==> config.mk <==
export PLATFORM = sky130hd
export DESIGN_NAME = mctp_smbus_control_endpoint_top
export DESIGN_NICKNAME = d
export VERILOG_FILES = /design/src/rtl/mctp_ce_pkg.sv /design/src/rtl/mctp_smbus_control_endpoint_top.sv
export SDC_FILE = /design/constraint.sdc
export NUM_CORES = 1
export LEC_CHECK = 0
export BUFFER_PORTS_ARGS = -buffer_cell sky130_fd_sc_hd__buf_2
export CAP_MARGIN = 20
export CORE_UTILIZATION = 40
export CTS_CLUSTER_DIAMETER = 200
export DETAILED_ROUTE_END_ITERATION = 6
export GPL_TIMING_DRIVEN = 0
export SLEW_MARGIN = 20
export SYNTH_ARGS = -nofsm -noshare
export SYNTH_HDL_FRONTEND = slang
export SYNTH_SLANG_ARGS = --single-unit
==> constraint.sdc <==
create_clock -name clk_i -period 5.1 [get_ports clk_i]
set_clock_uncertainty 0.1 [all_clocks]
set_input_delay 0.255 -clock clk_i [delete_from_list [all_inputs] [get_ports clk_i]]
set_output_delay 0.255 -clock clk_i [all_outputs]
set_load 0.05 [all_outputs]
==> src/rtl/mctp_ce_pkg.sv <==
package mctp_ce_pkg;

  localparam int unsigned PcW = 6;

  typedef enum logic [1:0] {
    KIND_START  = 2'd0,
    KIND_BYTE   = 2'd1,
    KIND_FINISH = 2'd2
  } kind_e;

  // byte source selected by one control word
  typedef enum logic [3:0] {
    SRC_CONST,
    SRC_REQ_ADDR,
    SRC_COUNT,
    SRC_OWN_ADDR,
    SRC_REQ_EID,
    SRC_EID,
    SRC_TAG,
    SRC_INST,
    SRC_CMD,
    SRC_PEC
  } src_e;

  typedef struct packed {
    src_e       src;
    logic [7:0] konst;
    logic       first;
    logic       last;
    logic       dispatch;
  } ucode_t;

  localparam logic [7:0] SmbusCmdMctp = 8'h0f;
  localparam logic [7:0] HdrVersion   = 8'h01;
  localparam logic [7:0] TagFlags     = 8'hc0;

  localparam logic [7:0] CmdSetEid   = 8'd1;
  localparam logic [7:0] CmdGetEid   = 8'd2;
  localparam logic [7:0] CmdGetUuid  = 8'd3;
  localparam logic [7:0] CmdVersion  = 8'd4;
  localparam logic [7:0] CmdMsgTypes = 8'd5;
  localparam logic [7:0] CmdVdm      = 8'd6;

  localparam logic [PcW-1:0] EntrySetEid   = 6'd11;
  localparam logic [PcW-1:0] EntryGetEid   = 6'd16;
  localparam logic [PcW-1:0] EntryGetUuid  = 6'd21;
  localparam logic [PcW-1:0] EntryVersion  = 6'd39;
  localparam logic [PcW-1:0] EntryMsgTypes = 6'd46;
  localparam logic [PcW-1:0] EntryVdm      = 6'd51;

  function automatic logic cmd_known(input logic [7:0] cmd);
    return (cmd >= CmdSetEid) && (cmd <= CmdVdm);
  endfunction

  function automatic logic [PcW-1:0] cmd_entry(input logic [7:0] cmd);
    logic [PcW-1:0] e;
    unique case (cmd)
      CmdSetEid:   e = EntrySetEid;
      CmdGetEid:   e = EntryGetEid;
      CmdGetUuid:  e = EntryGetUuid;
      CmdVersion:  e = EntryVersion;
      CmdMsgTypes: e = EntryMsgTypes;
      default:     e = EntryVdm;
    endcase
    return e;
  endfunction

  // smbus byte count: 8 header bytes plus payload
  function automatic logic [7:0] reply_count(input logic [7:0] cmd);
    logic [7:0] n;
    unique case (cmd)
      CmdGetUuid: n = 8'd25;
      CmdVersion: n = 8'd14;
      CmdVdm:     n = 8'd15;
      default:    n = 8'd12;
    endcase
    return n;
  endfunction

  function automatic logic [7:0] crc8_update(input logic [7:0] crc, input logic [7:0] b);
    logic [7:0] v;
    v = crc ^ b;
    for (int i = 0; i < 8; i++) begin
      v = v[7] ? ((v << 1) ^ 8'h07) : (v << 1);
    end
    return v;
  endfunction

  function automatic ucode_t uw(input src_e src, input logic [7:0] k);
    ucode_t w;
    w.src      = src;
    w.konst    = k;
    w.first    = 1'b0;
    w.last     = 1'b0;
    w.dispatch = 1'b0;
    return w;
  endfunction

  function automatic ucode_t uc(input logic [7:0] k);
    return uw(SRC_CONST, k);
  endfunction

  function automatic ucode_t upec();
    ucode_t w;
    w      = uw(SRC_PEC, 8'h00);
    w.last = 1'b1;
    return w;
  endfunction

  // reply program: common header, then one segment per command ending in the pec
  function automatic ucode_t ucode_rom(input logic [PcW-1:0] pc);
    ucode_t w;
    unique case (pc)
      6'd0: begin
        w       = uw(SRC_REQ_ADDR, 8'h00);
        w.first = 1'b1;
      end
      6'd1:  w = uc(SmbusCmdMctp);
      6'd2:  w = uw(SRC_COUNT, 8'h00);
      6'd3:  w = uw(SRC_OWN_ADDR, 8'h00);
      6'd4:  w = uc(HdrVersion);
      6'd5:  w = uw(SRC_REQ_EID, 8'h00);
      6'd6:  w = uw(SRC_EID, 8'h00);
      6'd7:  w = uw(SRC_TAG, 8'h00);
      6'd8:  w = uc(8'h00);
      6'd9:  w = uw(SRC_INST, 8'h00);
      6'd10: begin
        w          = uw(SRC_CMD, 8'h00);
        w.dispatch = 1'b1;
      end
      // set eid
      6'd11: w = uc(8'h00);
      6'd12: w = uc(8'h00);
      6'd13: w = uw(SRC_EID, 8'h00);
      6'd14: w = uc(8'h00);
      6'd15: w = upec();
      // get eid
      6'd16: w = uc(8'h00);
      6'd17: w = uw(SRC_EID, 8'h00);
      6'd18: w = uc(8'h00);
      6'd19: w = uc(8'h00);
      6'd20: w = upec();
      // get uuid
      6'd21: w = uc(8'h00);
      6'd22: w = uc(8'hdf);
      6'd23: w = uc(8'h2b);
      6'd24: w = uc(8'hbe);
      6'd25: w = uc(8'hba);
      6'd26: w = uc(8'h73);
      6'd27: w = uc(8'hc6);
      6'd28: w = uc(8'h4e);
      6'd29: w = uc(8'h33);
      6'd30: w = uc(8'h82);
      6'd31: w = uc(8'h5c);
      6'd32: w = uc(8'h98);
      6'd33: w = uc(8'h00);
      6'd34: w = uc(8'h15);
      6'd35: w = uc(8'h8a);
      6'd36: w = uc(8'hc9);
      6'd37: w = uc(8'h2e);
      6'd38: w = upec();
      // version support
      6'd39: w = uc(8'h00);
      6'd40: w = uc(8'h01);
      6'd41: w = uc(8'h00);
      6'd42: w = uc(8'h00);
      6'd43: w = uc(8'h03);
      6'd44: w = uc(8'h01);
      6'd45: w = upec();
      // message type support
      6'd46: w = uc(8'h00);
      6'd47: w = uc(8'h02);
      6'd48: w = uc(8'h00);
      6'd49: w = uc(8'h07);
      6'd50: w = upec();
      // vendor defined message support
      6'd51: w = uc(8'h00);
      6'd52: w = uc(8'hff);
      6'd53: w = uc(8'h00);
      6'd54: w = uc(8'h19);
      6'd55: w = uc(8'he5);
      6'd56: w = uc(8'h00);
      6'd57: w = uc(8'h00);
      6'd58: w = upec();
      default: w = upec();
    endcase
    return w;
  endfunction

endpackage

==> src/rtl/mctp_smbus_control_endpoint_top.sv <==
// channel   direction  handshake                  payload
// in        sink       in_valid_i / in_stall_o    kind_i, data_byte_i
// out       source     out_valid_o / out_stall_i  tx_byte_o, is_address_o, last_o
// cfg       sink       cfg_we_i                   cfg_wdata_i (own slave address)
//
// start, byte and finish events are taken while in_stall_o is low; a finish that
// answers starts a reply run of 16 to 29 beats read from the control rom, one
// beat per cycle while out_stall_i is low. in_stall_o is high while the rom
// program runs; the last beat may still sit in the output register when the
// next event is taken.
// reset clears the step counter, the output valid and all captured fields.
module mctp_smbus_control_endpoint_top
  import mctp_ce_pkg::*;
(
  input  logic       clk_i,
  input  logic       rst_ni,
  input  logic       cfg_we_i,
  input  logic [6:0] cfg_wdata_i,
  input  logic       in_valid_i,
  output logic       in_stall_o,
  input  logic [1:0] kind_i,
  input  logic [7:0] data_byte_i,
  output logic       out_valid_o,
  input  logic       out_stall_i,
  output logic [7:0] tx_byte_o,
  output logic       is_address_o,
  output logic       last_o
);

  logic [6:0]     own_addr_q;
  logic [7:0]     pos_q;
  logic [6:0]     req_addr_q;
  logic [7:0]     req_eid_q;
  logic [2:0]     tag_q;
  logic [7:0]     msg_kind_q;
  logic [4:0]     inst_q;
  logic [7:0]     cmd_q;
  logic [7:0]     eid_q;

  logic           run_q, run_d;
  logic [PcW-1:0] pc_q, pc_d;
  logic [7:0]     crc_q, crc_d;
  logic           out_valid_q, out_valid_d;
  logic [7:0]     tx_byte_q, tx_byte_d;
  logic           is_addr_q, is_addr_d;
  logic           last_q, last_d;

  logic           in_fire;
  logic           step;
  ucode_t         uword;
  logic [7:0]     beat_byte;

  assign in_stall_o = run_q;
  assign in_fire    = in_valid_i && !run_q;
  assign step       = run_q && (!out_valid_q || !out_stall_i);
  assign uword      = ucode_rom(pc_q);

  always_comb begin
    unique case (uword.src)
      SRC_CONST:    beat_byte = uword.konst;
      SRC_REQ_ADDR: beat_byte = {req_addr_q, 1'b0};
      SRC_COUNT:    beat_byte = reply_count(cmd_q);
      SRC_OWN_ADDR: beat_byte = {own_addr_q, 1'b1};
      SRC_REQ_EID:  beat_byte = req_eid_q;
      SRC_EID:      beat_byte = eid_q;
      SRC_TAG:      beat_byte = TagFlags | {5'd0, tag_q};
      SRC_INST:     beat_byte = {3'd0, inst_q};
      SRC_CMD:      beat_byte = cmd_q;
      SRC_PEC:      beat_byte = crc_q;
      default:      beat_byte = 8'h00;
    endcase
  end

  // sequencer and output register
  always_comb begin
    run_d       = run_q;
    pc_d        = pc_q;
    crc_d       = crc_q;
    out_valid_d = out_valid_q;
    tx_byte_d   = tx_byte_q;
    is_addr_d   = is_addr_q;
    last_d      = last_q;
    if (out_valid_q && !out_stall_i) begin
      out_valid_d = 1'b0;
    end
    if (step) begin
      out_valid_d = 1'b1;
      tx_byte_d   = beat_byte;
      is_addr_d   = uword.first;
      last_d      = uword.last;
      crc_d       = crc8_update(crc_q, beat_byte);
      pc_d        = uword.dispatch ? cmd_entry(cmd_q) : pc_q + 1'b1;
      if (uword.last) begin
        run_d = 1'b0;
      end
    end else if (in_fire && kind_e'(kind_i) == KIND_FINISH &&
                 msg_kind_q == 8'h00 && cmd_known(cmd_q)) begin
      run_d = 1'b1;
      pc_d  = '0;
      crc_d = 8'h00;
    end
  end

  always_ff @(posedge clk_i or negedge rst_ni) begin
    if (!rst_ni) begin
      run_q       <= 1'b0;
      pc_q        <= '0;
      crc_q       <= 8'h00;
      out_valid_q <= 1'b0;
    end else begin
      run_q       <= run_d;
      pc_q        <= pc_d;
      crc_q       <= crc_d;
      out_valid_q <= out_valid_d;
    end
  end

  always_ff @(posedge clk_i) begin
    tx_byte_q <= tx_byte_d;
    is_addr_q <= is_addr_d;
    last_q    <= last_d;
  end

  // request capture
  always_ff @(posedge clk_i or negedge rst_ni) begin
    if (!rst_ni) begin
      own_addr_q <= '0;
      pos_q      <= '0;
      req_addr_q <= '0;
      req_eid_q  <= '0;
      tag_q      <= '0;
      msg_kind_q <= '0;
      inst_q     <= '0;
      cmd_q      <= '0;
      eid_q      <= '0;
    end else begin
      if (cfg_we_i) begin
        own_addr_q <= cfg_wdata_i;
      end
      if (in_fire) begin
        unique case (kind_e'(kind_i))
          KIND_START, KIND_FINISH: begin
            pos_q <= '0;
          end
          KIND_BYTE: begin
            unique case (pos_q)
              8'd2:    req_addr_q <= data_byte_i[7:1];
              8'd5:    req_eid_q  <= data_byte_i;
              8'd6:    tag_q      <= data_byte_i[2:0];
              8'd7:    msg_kind_q <= data_byte_i;
              8'd8:    if (msg_kind_q == 8'h00) inst_q <= data_byte_i[4:0];
              8'd9:    if (msg_kind_q == 8'h00) cmd_q <= data_byte_i;
              8'd11: begin
                if (msg_kind_q == 8'h00 && cmd_q == CmdSetEid) begin
                  eid_q <= data_byte_i;
                end
              end
              default: ;
            endcase
            if (pos_q != 8'hff) begin
              pos_q <= pos_q + 8'd1;
            end
          end
          default: ;
        endcase
      end
    end
  end

  assign out_valid_o  = out_valid_q;
  assign tx_byte_o    = tx_byte_q;
  assign is_address_o = is_addr_q;
  assign last_o       = last_q;

endmodule

# After elaboration in Yosys (flattened, before gate mapping)
# Memories as Yosys holds them, arrays and structs flattened.
# Index checks and enable logic that the tools add are counted.
# word_totals
register_bits,88
rom_bits,960
input_bits,22
out_inout_bits,12
wordCells,108
n_memories,1
# op_classes
add_sub_neg,2
n_lt_le_gt_ge,2
n_eq_ne,27
n_mux,23
bitwise_logic,9
reduce_logical,28
# memory_table
memory,depth,word_bits,read_ports,rd_ports_with_merged_regs,wr,line_no,source
(name not given),64,15,1,0,0,mctp_ce_pkg.sv:113,unique case (pc)
# ops
op,n
8-bit one-hot mux with 10 select lines,1
"8-bit by 3-bit == test with 1-bit output, second input constant",6
6-bit one-hot mux with 5 select lines,1
"8-bit by 2-bit == test with 1-bit output, second input constant",3
"8-bit by 4-bit == test with 1-bit output, second input constant",3
3-bit two-way mux,8
8-bit two-way mux,3
3-bit inverter,8
6-bit two-way mux,3
"4-bit by 3-bit == test with 1-bit output, second input constant",4
8-bit one-hot mux with 2 select lines,1
5-bit one-hot mux with 3 select lines,1
3-bit AND reduction,5
4-bit AND reduction,3
"8-bit by 1-bit adder with 8-bit output, second input constant",1
"4-bit by 2-bit == test with 1-bit output, second input constant",2
"4-bit == test, second input constant",2
"8-bit by 1-bit == test with 1-bit output, second input constant",1
"8-bit by 1-bit >= comparator with 1-bit output, second input constant",1
"8-bit by 3-bit less-or-equal comparator with 1-bit output, second input constant",1
1-bit logical AND,8
8-bit logical NOT,1
"8-bit inequality test, second input constant",1
8-bit bitwise XOR,1
14 further kinds,22

# Logic depth before layout (Yosys ltp)
# Gate-level depths: netlist of run 1.
# logic_depth
ltp_word,21
mapped_depth,17
depth_no_buf,13

# Worst setup path before layout of run 1
# Ideal clock, no wire load.
# synth_path
kind,flip-flop to flip-flop
start,register pc_q[0]
end,register crc_q[7]
arrival_ps,3693
t_required_ps,4923
path_slack_ps,1230
stages_incl_launch_ff,17
path_buffers,3
synth_period_minus_slack_ps,3870
cell_sequence,dfrtp_1 -> clkbuf_1 -> inv_1 -> ha_1 -> clkbuf_1 -> and4bb_1 -> or3_1 -> buf_2 -> nand4_1 -> nand4_1 -> a32o_1 -> or4_4 -> xor2_2 -> xnor3_2 -> xnor2_1 -> or3_1 -> o21ai_1
# synth_between
word_cells_on_any_way,19
# synth_lines
item,line_no,source
from (decl),mctp_smbus_control_endpoint_top.sv:41,"logic [PcW-1:0] pc_q, pc_d;"
from (signal assigned),mctp_smbus_control_endpoint_top.sv:112,pc_q <= pc_d;
memory read 64 x 15 bit *,--,
4-bit == test (tied with other cells),mctp_smbus_control_endpoint_top.sv:59,unique case (uword.src)
8-bit one-hot mux with 10 select lines *,mctp_smbus_control_endpoint_top.sv:59,
net beat_byte[6],mctp_smbus_control_endpoint_top.sv:51,logic [7:0] beat_byte;
8-bit bitwise XOR *,mctp_ce_pkg.sv:82,v = crc ^ b;
3-bit two-way mux *,mctp_ce_pkg.sv:84,v = v[7] ? ((v << 1) ^ 8'h07) : (v << 1);
3-bit inverter (no source line),--,
3-bit two-way mux *,mctp_ce_pkg.sv:84,
8-bit two-way mux *,mctp_smbus_control_endpoint_top.sv:86,if (step) begin
to (signal assigned),mctp_smbus_control_endpoint_top.sv:113,crc_q <= crc_d;
to (decl),mctp_smbus_control_endpoint_top.sv:42,"logic [7:0] crc_q, crc_d;"
# Mark *: on every way through the listed nets, which the timed path passes. The rest lies on a longest branch.
# A chain may end at the register's enable or synchronous reset.

# Worst setup path in the final report of run 1
# layout_path
start,register pc_q[1]
end,register crc_q[3]
# layout_between
elab_chain_len,10
word_cells_on_any_way,21
# layout_lines
item,line_no
memory read 64 x 15 bit *,--
4-bit == test (tied with other cells),mctp_smbus_control_endpoint_top.sv:59
8-bit one-hot mux with 10 select lines *,mctp_smbus_control_endpoint_top.sv:59
8-bit bitwise XOR *,mctp_ce_pkg.sv:82
3-bit two-way mux,mctp_ce_pkg.sv:84
3-bit inverter (no source line),--
3-bit two-way mux,mctp_ce_pkg.sv:84
3-bit inverter (no source line),--
3-bit two-way mux *,mctp_ce_pkg.sv:84
8-bit two-way mux *,mctp_smbus_control_endpoint_top.sv:86
# Mark *: on every way between the ends. The rest lies on a longest branch, timed or not.

==> results of run 1 <==
## through the flow
step / utilization, % / area, um2 / worst slack, ns / total power, mW / std cells
finish: 47.02 / 6326 / 0.2761 / 2.111 / 810
CTS: 46.96 / 6317 / 0.1045 / 2.123 / 810
global route: 47.02 / 6326 / 0.1096 / 2.224 / 810
global placement: 44.64 / 6006 / 0.1277 / 1.479 / 794
detailed placement: 44.87 / 6036 / 0.1491 / 1.493 / 795
floorplan: - / 5625 / 1.230 / 1.315 / 586
## final cells by class
cell class,count,area (um2),area share (%)
clock buffer,12,236.5,3.738
timing repair buffer,34,200.2,3.165
inverter,21,78.83,1.246
multi-input combinational,447,3162,49.98
clock inverter,2,35.03,0.5538
tap,176,220.2,3.481
sequential,88,2252,35.60
buffer,30,141.4,2.235
## flip-flops by register name (all words and copies together) (netlist names), 3 cells and up
register	flops
cmd_q	8
crc_q	8
eid_q	8
inst_q	5
msg_kind_q	8
own_addr_q	7
pc_q	6
pos_q	8
req_addr_q	7
req_eid_q	8
tag_q	3
tx_byte_o	8
## worst min-delay path by stage
stage	startpoint	endpoint	slack [ns]
6_report	out_stall_i	out_valid_o	0.03
5_1_grt	cfg_wdata_i[5]	own_addr_q[5]	0.04
4_1_cts	out_stall_i	out_valid_o	0.03
3_5_place_dp	rst_ni	pos_q[0]	0.11
3_3_place_gp	cfg_wdata_i[2]	own_addr_q[2]	0.37
2_1_floorplan	rst_ni	cmd_q[0]	-0.14
## worst min-delay path, stage by stage
cell	delay (ns)
buf_2	0.07
nand2_1	0.05
nand2b_1	0.06
## layout by cell type (no fill, tap or decap), types with 14 or more instances in the layout
cell      synthesis  routed
inv_1            20      20
ha_1             14      14
xnor2_1          18      18
o21ai_0          30      30
buf_2             6      37
dfrtp_1          78      78
nand2_1          51      51
nand3_1          29      29
mux2_2           57      57
a21oi_1          37      37
nor2_1           36      36
clkbuf_1         18      19
## cell families (layout without fill, tap and decap cells)
family / Yosys count / count (layout) / share of synthesized area, %
AO/OA/AOI/OAI: 140 / 140 / 16.15
multiplexers: 65 / 65 / 12.92
XOR/XNOR: 27 / 27 / 4.738
adder cells (fa/ha/maj): 14 / 14 / 3.114
AND/OR/NAND/NOR: 201 / 201 / 19.17
flip-flops: 88 / 88 / 40.04
buffers and inverters: 51 / 99 / 3.870
## metal layers
metal	share of wire [%]	GRT usage (%)	routed length, um	vias up
met1	44	33.19	7555	2366
met2	45	38.83	7696	190
met3	5.7	4.528	978	56
met5	0	0	0	-
met4	5.2	12.96	892	0
li1	-	-	-	2253
## where the power goes
part           switching [mW]  internal [mW]  total (mW)
combinational           0.378          0.295       0.673
clock                   0.250          0.373       0.623
sequential             0.0519          0.763       0.815
total                   0.680           1.43        2.11
## timing repair
item / in CTS / in global routing
endpoints found under the setup margin: 0 / 3
hold buffers: 1 / 0
buffers inserted: 0 / 0
gates resized for setup: 0 / 4
endpoints found under the hold margin: 25 / 0
==> flow_metrics.env, run 1 <==
export IMPL_setup_tns_ns=0
export IMPL_syn_to_final_growth_pct=12.46
export IMPL_async_flop_share_pct=88.64
export IMPL_ant_nets=0
export IMPL_layout_drive_gt1_share_pct=20.66
export IMPL_placementRows=42
export IMPL_crit_cells=14
export IMPL_core_area_um2=13450
export IMPL_die_area_um2=14540
export IMPL_place_congestion=0.9763
export IMPL_pin_count=34
export IMPL_synth_edf_count=10
export IMPL_synth_most_common_cell="dfrtp_1"
export IMPL_rsz0062_at_grt="false"
export IMPL_path_max_fanout=10
export IMPL_die_height_um=120.6
export IMPL_critPathMaxStageDelay_ns=0.61
export IMPL_start_util_pct=41.82
export IMPL_synth_top_area_share_pct=34.70
export IMPL_grt_start_max_net_pins=54
export IMPL_ys_seq_area_share_pct=40.04
export IMPL_yosysTopAreaCell="dfrtp_1"
export IMPL_clk_latency_ns=0.35
export IMPL_reg2reg_to="crc_q[3]"
export IMPL_drc=0
export IMPL_r2r_start="pc_q[1]"
export IMPL_synthCells=586
export IMPL_holdWs_ns=0.02944
export IMPL_layout_nets=667
export IMPL_ys_types=74
export IMPL_crit_type="flip-flop to flip-flop"
export IMPL_syn_cell_area_um2=5625
export IMPL_timing_fmax_mhz=207.3
export IMPL_power_density_nw_per_um2=333.7
export IMPL_crit_chain="clkbuf_2, inv_1, ha_1, inv_1, o2111ai_1, nand3_1, nor4_1, a311oi_1, nor4_2, xnor2_1, xnor2_1, xnor2_1, or3_1, o21ai_1"
export IMPL_syn_nets=622
export IMPL_grt_pass1_wl_um=27010
export IMPL_min_path_type="input pin to flip-flop"
export IMPL_cts_buffers_inserted=9
export IMPL_rr_worst_depth=14
export IMPL_n_fill_cell=1321
export IMPL_critPathLaunchType="flip-flop"
export IMPL_firstDrtPassIters=6
export IMPL_port_buffers=32
export IMPL_clock_path_buffers=2
export IMPL_period_share_pct=94.59
export IMPL_worstPathBufferInverterCount=3
export IMPL_power_leakage_nw=2.748
export IMPL_antenna_cells=0
export IMPL_path_clk_slew_ns=0.06
export IMPL_peakVddDrop_uv=219.5
export IMPL_maxCapViolCount=0
export IMPL_fin_crit_ns=4.824
export IMPL_status="finished clean"
export IMPL_ff2ff_setup_slack_ns=0.28
export IMPL_grt_remaining_overflow=0
export IMPL_synth_area_leaders="dfrtp_1 (35%), mux2_2 (11%), edfxtp_1 (5.3%)"
export IMPL_grt_usage_pct=24.98
export IMPL_hold_viol_final=0
export IMPL_slowest_stage="nor4_2"
export IMPL_crit_family="simple AND/OR/NAND/NOR gates"
export IMPL_antenna_found_initial=0
export IMPL_cp_end_kind="flip-flop"
export IMPL_synth_ff_type="dfrtp_1"
export IMPL_cts_htree_levels=3
export IMPL_chipWidth_um=120.6
export IMPL_max_slew_worst_pin_slew_ns=0.9511
export IMPL_ys_warn_count=0
export IMPL_root_buffer="clkbuf_16"
export IMPL_cts_sinks=88
export IMPL_place_hpwl_um=12940
export IMPL_synth_seq_cells=88
export IMPL_startpoint="pc_q[1]"
export IMPL_hold_path_depth=3
export IMPL_drv_slew=0
export IMPL_route_vias_total=4865
export IMPL_avgSynthCellArea_um2=9.600
export IMPL_viasPerCell=6.006
export IMPL_setup_viol=0
export IMPL_cts_tree="done"
export IMPL_cp_arrival_ns=5.00
export IMPL_required_ns=5.28
export IMPL_netlist_top_cells_count="dfrtp_1 (78), mux2_2 (57), nand2_1 (51)"
export IMPL_dr_first_iter_drc_count=552
export IMPL_cp_endpoint="crc_q[3]"
export IMPL_slew_headroom_pct=36.60
export IMPL_crit_path_frequent_cell="xnor2_1"
export IMPL_grt_pass1_vias=4758
export IMPL_post_drt_wl_per_cell_um=21.14
export IMPL_wirelength_um=17120
Power figures use the tool's default switching activity.
==> run 2: changes to the inputs <==
- CORE_ASPECT_RATIO: unset -> 0.8
==> run 2 against run 1 <==
The flow now finishes with violations (DRC); final cell count increased by 0.62%; sequential power about the same; die area about the same; first-iteration DRC count increased by 3.3%; flip-flop and latch count unchanged; worst hold slack improved by 0.0040 ns; final area increased by 1.0%; total power increased by 5.0%; combinational power increased by 3%; count of clock-buffer cells in the layout unchanged; critical endpoint is now crc_q[7]; largest cell class unchanged; largest power group unchanged.
==> flow_metrics.env, run 2 (synthesized netlist as in run 1, its figures left out) <==
export IMPL_placementRows=38
export IMPL_grt_usage_pct=24.46
export IMPL_grt_pass1_vias=4732
export IMPL_rr_worst_depth=15
export IMPL_layout_drive_gt1_share_pct=21.26
export IMPL_post_drt_wl_per_cell_um=20.48
export IMPL_clk_latency_ns=0.34
export IMPL_drc=3
export IMPL_period_share_pct=92.51
export IMPL_port_buffers=32
export IMPL_die_area_um2=14540
export IMPL_setup_slack_ns=0.3818
export IMPL_layout_nets=667
export IMPL_crit_type="flip-flop to flip-flop"
export IMPL_max_slew_worst_pin_slew_ns=0.8932
export IMPL_postCtsSetupBuffers=0
export IMPL_min_path_type="input pin to flip-flop"
export IMPL_root_buffer="clkbuf_16"
export IMPL_fin_crit_ns=4.718
export IMPL_status="finished with violations"
export IMPL_die_height_um=108.1
export IMPL_power_density_nw_per_um2=346.7
export IMPL_rsz0062_at_grt="false"
export IMPL_hold_viol_final=0
export IMPL_violations="DRC"
export IMPL_cts_sinks=88
export IMPL_placed_area_um2=6041
export IMPL_start_util_pct=41.23
export IMPL_power_leakage_nw=2.776
export IMPL_antenna_found_initial=0
export IMPL_route_vias_total=4862
export IMPL_cts_buffers_inserted=9
export IMPL_grt_start_max_net_pins=52
export IMPL_critPathLaunchType="flip-flop"
export IMPL_firstDrtPassIters=7
export IMPL_min_to="own_addr_q[2]"
export IMPL_wirelength_um=16690
export IMPL_place_congestion=0.9524
export IMPL_viasPerCell=5.966
export IMPL_dr_first_iter_drc_count=570
export IMPL_drv_slew=0
export IMPL_finalInstanceArea_um2=6392
export IMPL_layout_commonest_cell="dfrtp_1"
export IMPL_setup_viol=0
export IMPL_hold_path_depth=3
export IMPL_reg2reg_to="crc_q[7]"
export IMPL_path_max_fanout=10
export IMPL_place_inst=799
export IMPL_timing_fmax_mhz=211.9
export IMPL_syn_to_final_growth_pct=13.63
export IMPL_chipWidth_um=134.6
export IMPL_maxCapViolCount=0
export IMPL_instances_no_fill=815
export IMPL_clock_path_buffers=2
export IMPL_ff2ff_setup_slack_ns=0.38
export IMPL_pin_count=34
export IMPL_min_from="cfg_wdata_i[2]"
export IMPL_cts_htree_levels=3
export IMPL_required_ns=5.27
export IMPL_setup_tns_ns=0
export IMPL_grt_remaining_overflow=0
export IMPL_cp_arrival_ns=4.88
export IMPL_place_ws_ns=0.3169
export IMPL_slew_headroom_pct=39.67
export IMPL_cts_tree="done"
export IMPL_core_area_um2=13650
export IMPL_ant_nets=0
export IMPL_path_clk_slew_ns=0.06
export IMPL_antenna_cells=0
export IMPL_r2r_start="pc_q[1]"
export IMPL_cp_end_kind="flip-flop"
export IMPL_place_hpwl_um=12650
export IMPL_final_cell_mix="dfrtp_1 (78), mux2_2 (57), nand2_1 (51), buf_2 (37), a21oi_1 (37)"
export IMPL_peakVddDrop_uv=257.4
export IMPL_holdWs_ns=0.03344
export IMPL_grt_pass1_wl_um=26620
-- run 2: changes by cell type in the layout (fill, tap and decap cells not counted), sizes merged --
cell      previous run  this run
clkinv               2         1
clkinvlp             0         1
inv                 20        21
-- run 2: worst max-delay path by stage --
| stage | start | endpoint | slack [ns] |
|---|---|---|---|
| 2_1_floorplan | pc_q[0] | crc_q[7] | 1.23 |
| 3_3_place_gp | pc_q[1] | crc_q[7] | 0.25 |
| 3_5_place_dp | pc_q[1] | crc_q[7] | 0.32 |
| 4_1_cts | pc_q[1] | crc_q[7] | 0.26 |
| 5_1_grt | pc_q[1] | crc_q[7] | 0.11 |
| 6_report | pc_q[1] | crc_q[7] | 0.38 |
-- run 2: timing repair --
action,in CTS,in global routing
hold endpoints to repair,27,0
gates resized for setup,0,5
hold buffers,1,0
setup endpoints to repair,0,5
-- run 2: worst max-delay path, stage by stage, from the launching register on --
cell and delay [ns]:
dfrtp_1 0.54, clkbuf_2 0.32, inv_1 0.14, ha_1 0.26, clkbuf_1 0.26, o21ai_0 0.28
o21ai_1 0.15, nand3_1 0.32, nand2_1 0.34, a32o_1 0.35, or4_4 0.47, xor2_2 0.22
xnor3_2 0.32, xnor2_1 0.15, or3_1 0.32, o21ai_1 0.07
-- run 2: cell type report --
type	count	area (um2)
plain buffers	30	141.4
clock buffers	12	277.8
clock inverters	3	46.29
fillers	1301	7253
inverters	21	78.83
multi-input cells	447	3171
flip-flops and latches	88	2252
well taps	180	225.2
repair buffers	34	200.2
-- run 2: routing by layer --
layer  GRT usage, %  vias to the layer above  wire length (um)
met5              0                        -                 0
met4          5.217                        0               177
met3          6.892                       19              1270
li1               -                     2262                 -
met1          35.60                     2406              8035
met2          35.83                      175              7205
-- run 2: power breakdown --
group | total (mW) | internal [mW] | switching (mW)
clock | 0.708 | 0.435 | 0.273
combinational | 0.691 | 0.299 | 0.392
sequential | 0.817 | 0.762 | 0.0547
total | 2.22 | 1.50 | 0.720
-- run 2: metrics by stage --
step / utilization [%] / power, mW
final: 46.85 / 2.216
after global routing: 46.85 / 2.327
after CTS: 46.72 / 2.210
after detailed placement: 44.27 / 1.499
after global placement: 44.05 / 1.483
after floorplan: - / 1.315
==> run 3: changes to the inputs <==
- SETUP_SLACK_MARGIN: unset -> 0.4
- TNS_END_PERCENT: unset -> 5
==> run 3 against run 2 <==
The flow now finishes without violations; via count is 0.58% higher; global-route usage stayed put; largest power group unchanged; register-to-register slack better by 0.21 ns.
==> flow_metrics.env, run 3 (synthesized netlist as in run 1, its figures left out) <==
export IMPL_status="finished clean"
export IMPL_crit_family="simple AND/OR/NAND/NOR gates"
export IMPL_cp_arrival_ns=4.67
export IMPL_cts_tree="done"
export IMPL_min_path_type="input pin to flip-flop"
export IMPL_period_share_pct=88.36
export IMPL_root_buffer="clkbuf_16"
export IMPL_postCtsSetupBuffers=0
export IMPL_instances_no_fill=815
export IMPL_timing_fmax_mhz=221.9
export IMPL_slowest_stage="nor4_2"
export IMPL_route_vias_total=4890
export IMPL_grt_pass1_vias=4732
export IMPL_dr_first_iter_drc_count=585
export IMPL_die_area_um2=14540
export IMPL_required_ns=5.27
export IMPL_place_ws_ns=0.3169
export IMPL_antenna_cells=0
export IMPL_final_cell_mix="dfrtp_1 (77), mux2_2 (57), nand2_1 (50), buf_2 (37), a21oi_1 (37)"
export IMPL_peakVddDrop_uv=257.2
export IMPL_ant_nets=0
export IMPL_setup_slack_ns=0.5935
export IMPL_syn_to_final_growth_pct=14.37
export IMPL_setup_tns_ns=0
export IMPL_maxCapViolCount=0
export IMPL_layout_drive_gt1_share_pct=22.36
export IMPL_drc=0
export IMPL_rsz0062_at_grt="false"
export IMPL_cts_buffers_inserted=9
export IMPL_startpoint="pc_q[0]"
export IMPL_r2r_start="pc_q[0]"
export IMPL_pin_count=34
export IMPL_cp_end_kind="flip-flop"
export IMPL_port_buffers=32
export IMPL_wirelength_um=16740
export IMPL_viasPerCell=6.000
export IMPL_n_fill_cell=1288
export IMPL_core_area_um2=13650
export IMPL_grt_usage_pct=24.46
export IMPL_min_from="cfg_wdata_i[2]"
export IMPL_place_hpwl_um=12650
export IMPL_critPathLaunchType="flip-flop"
export IMPL_critPathMaxStageDelay_ns=0.64
export IMPL_hold_viol_final=0
export IMPL_setup_viol=0
export IMPL_post_drt_wl_per_cell_um=20.54
export IMPL_antenna_found_initial=0
export IMPL_placementRows=38
export IMPL_power_density_nw_per_um2=344.5
export IMPL_place_congestion=0.9524
export IMPL_max_slew_worst_pin_slew_ns=0.9102
export IMPL_drv_slew=0
export IMPL_start_util_pct=41.23
export IMPL_slew_headroom_pct=39.32
export IMPL_grt_pass1_wl_um=26620
export IMPL_clk_latency_ns=0.34
export IMPL_layout_nets=667
export IMPL_place_inst=799
export IMPL_grt_start_max_net_pins=52
export IMPL_crit_path_frequent_cell="or3_1"
export IMPL_clock_path_buffers=2
export IMPL_cts_htree_levels=3
export IMPL_holdWs_ns=0.03392
export IMPL_chipWidth_um=134.6
export IMPL_grt_remaining_overflow=0
export IMPL_firstDrtPassIters=5
export IMPL_layout_commonest_cell="dfrtp_1"
export IMPL_fin_util_pct=47.15
export IMPL_p_total_mw=2.216
export IMPL_worstPathBufferInverterCount=4
export IMPL_path_max_fanout=10
export IMPL_crit_type="flip-flop to flip-flop"
export IMPL_power_leakage_nw=2.783
export IMPL_path_clk_slew_ns=0.06
export IMPL_placed_area_um2=6041
export IMPL_crit_chain="clkbuf_2, inv_1, ha_1, clkbuf_1, and4bb_1, or3_1, buf_2, nor4_2, a32o_1, or4_4, xor2_2, xnor3_2, xnor2_1, or3_1, o21ai_1"
export IMPL_die_height_um=108.1
export IMPL_fin_crit_ns=4.507
export IMPL_cts_sinks=88
export IMPL_finalInstanceArea_um2=6434
==> run 3: cell counts in the layout (fill, tap and decap cells not counted) <==
No cell type changed its count.
==> run 3: final timing paths <==
path | to | slack (ns) | cells after the start
worst max-delay path | crc_q[7] | 0.59 | 15
worst min-delay path | own_addr_q[2] | 0.03 | 3
worst max register to register | crc_q[7] | 0.59 | 15
worst min register to register | msg_kind_q[1] | 0.40 | 1
max in group asynchronous | msg_kind_q[4] | 4.04 | 3
min in group asynchronous | pos_q[5] | 0.28 | 2
==> run 3: cell type report <==
| cell class | instances | area (um2) | area share (%) |
|---|---|---|---|
| buffer | 30 | 142.6 | 2.217 |
| clock inverter | 3 | 46.29 | 0.7196 |
| timing repair buffer | 34 | 200.2 | 3.112 |
| multi-input combinational | 447 | 3209 | 49.88 |
| inverter | 21 | 78.83 | 1.225 |
| clock buffer | 12 | 277.8 | 4.317 |
| tap | 180 | 225.2 | 3.501 |
| sequential | 88 | 2253 | 35.03 |
==> run 3: worst reg2reg max path, stage by stage, from the launching register on <==
cell,delay [ns]
dfrtp_1,0.44
clkbuf_2,0.29
inv_1,0.15
ha_1,0.22
clkbuf_1,0.24
and4bb_1,0.32
or3_1,0.32
buf_2,0.19
nor4_2,0.65
a32o_1,0.27
or4_4,0.16
xor2_2,0.21
xnor3_2,0.32
xnor2_1,0.15
or3_1,0.32
o21ai_1,0.07
==> run 3: power breakdown <==
| part | leakage, nW | switching [mW] | internal [mW] | total [mW] |
|---|---|---|---|---|
| clock network | 0.156 | 0.272 | 0.435 | 0.708 |
| registers | 1.13 | 0.0544 | 0.762 | 0.817 |
| logic | 1.50 | 0.390 | 0.302 | 0.692 |
==> run 3: layer usage <==
layer  vias up  GRT usage (%)  part of all wire [%]
met1      2421          35.60                    47
met3        19          6.892                   7.9
li1       2266              -                     -
met2       184          35.83                    44
met4         0          5.217                   1.1
met5         -              0                     0
==> run 3: what timing repair did <==
action                                  in CTS  in global routing
resized for setup                            1                 13
pin swaps                                    0                  0
hold buffers                                 1                  0
endpoints found under the setup margin       4                  7
hold endpoints to repair                    27                  0
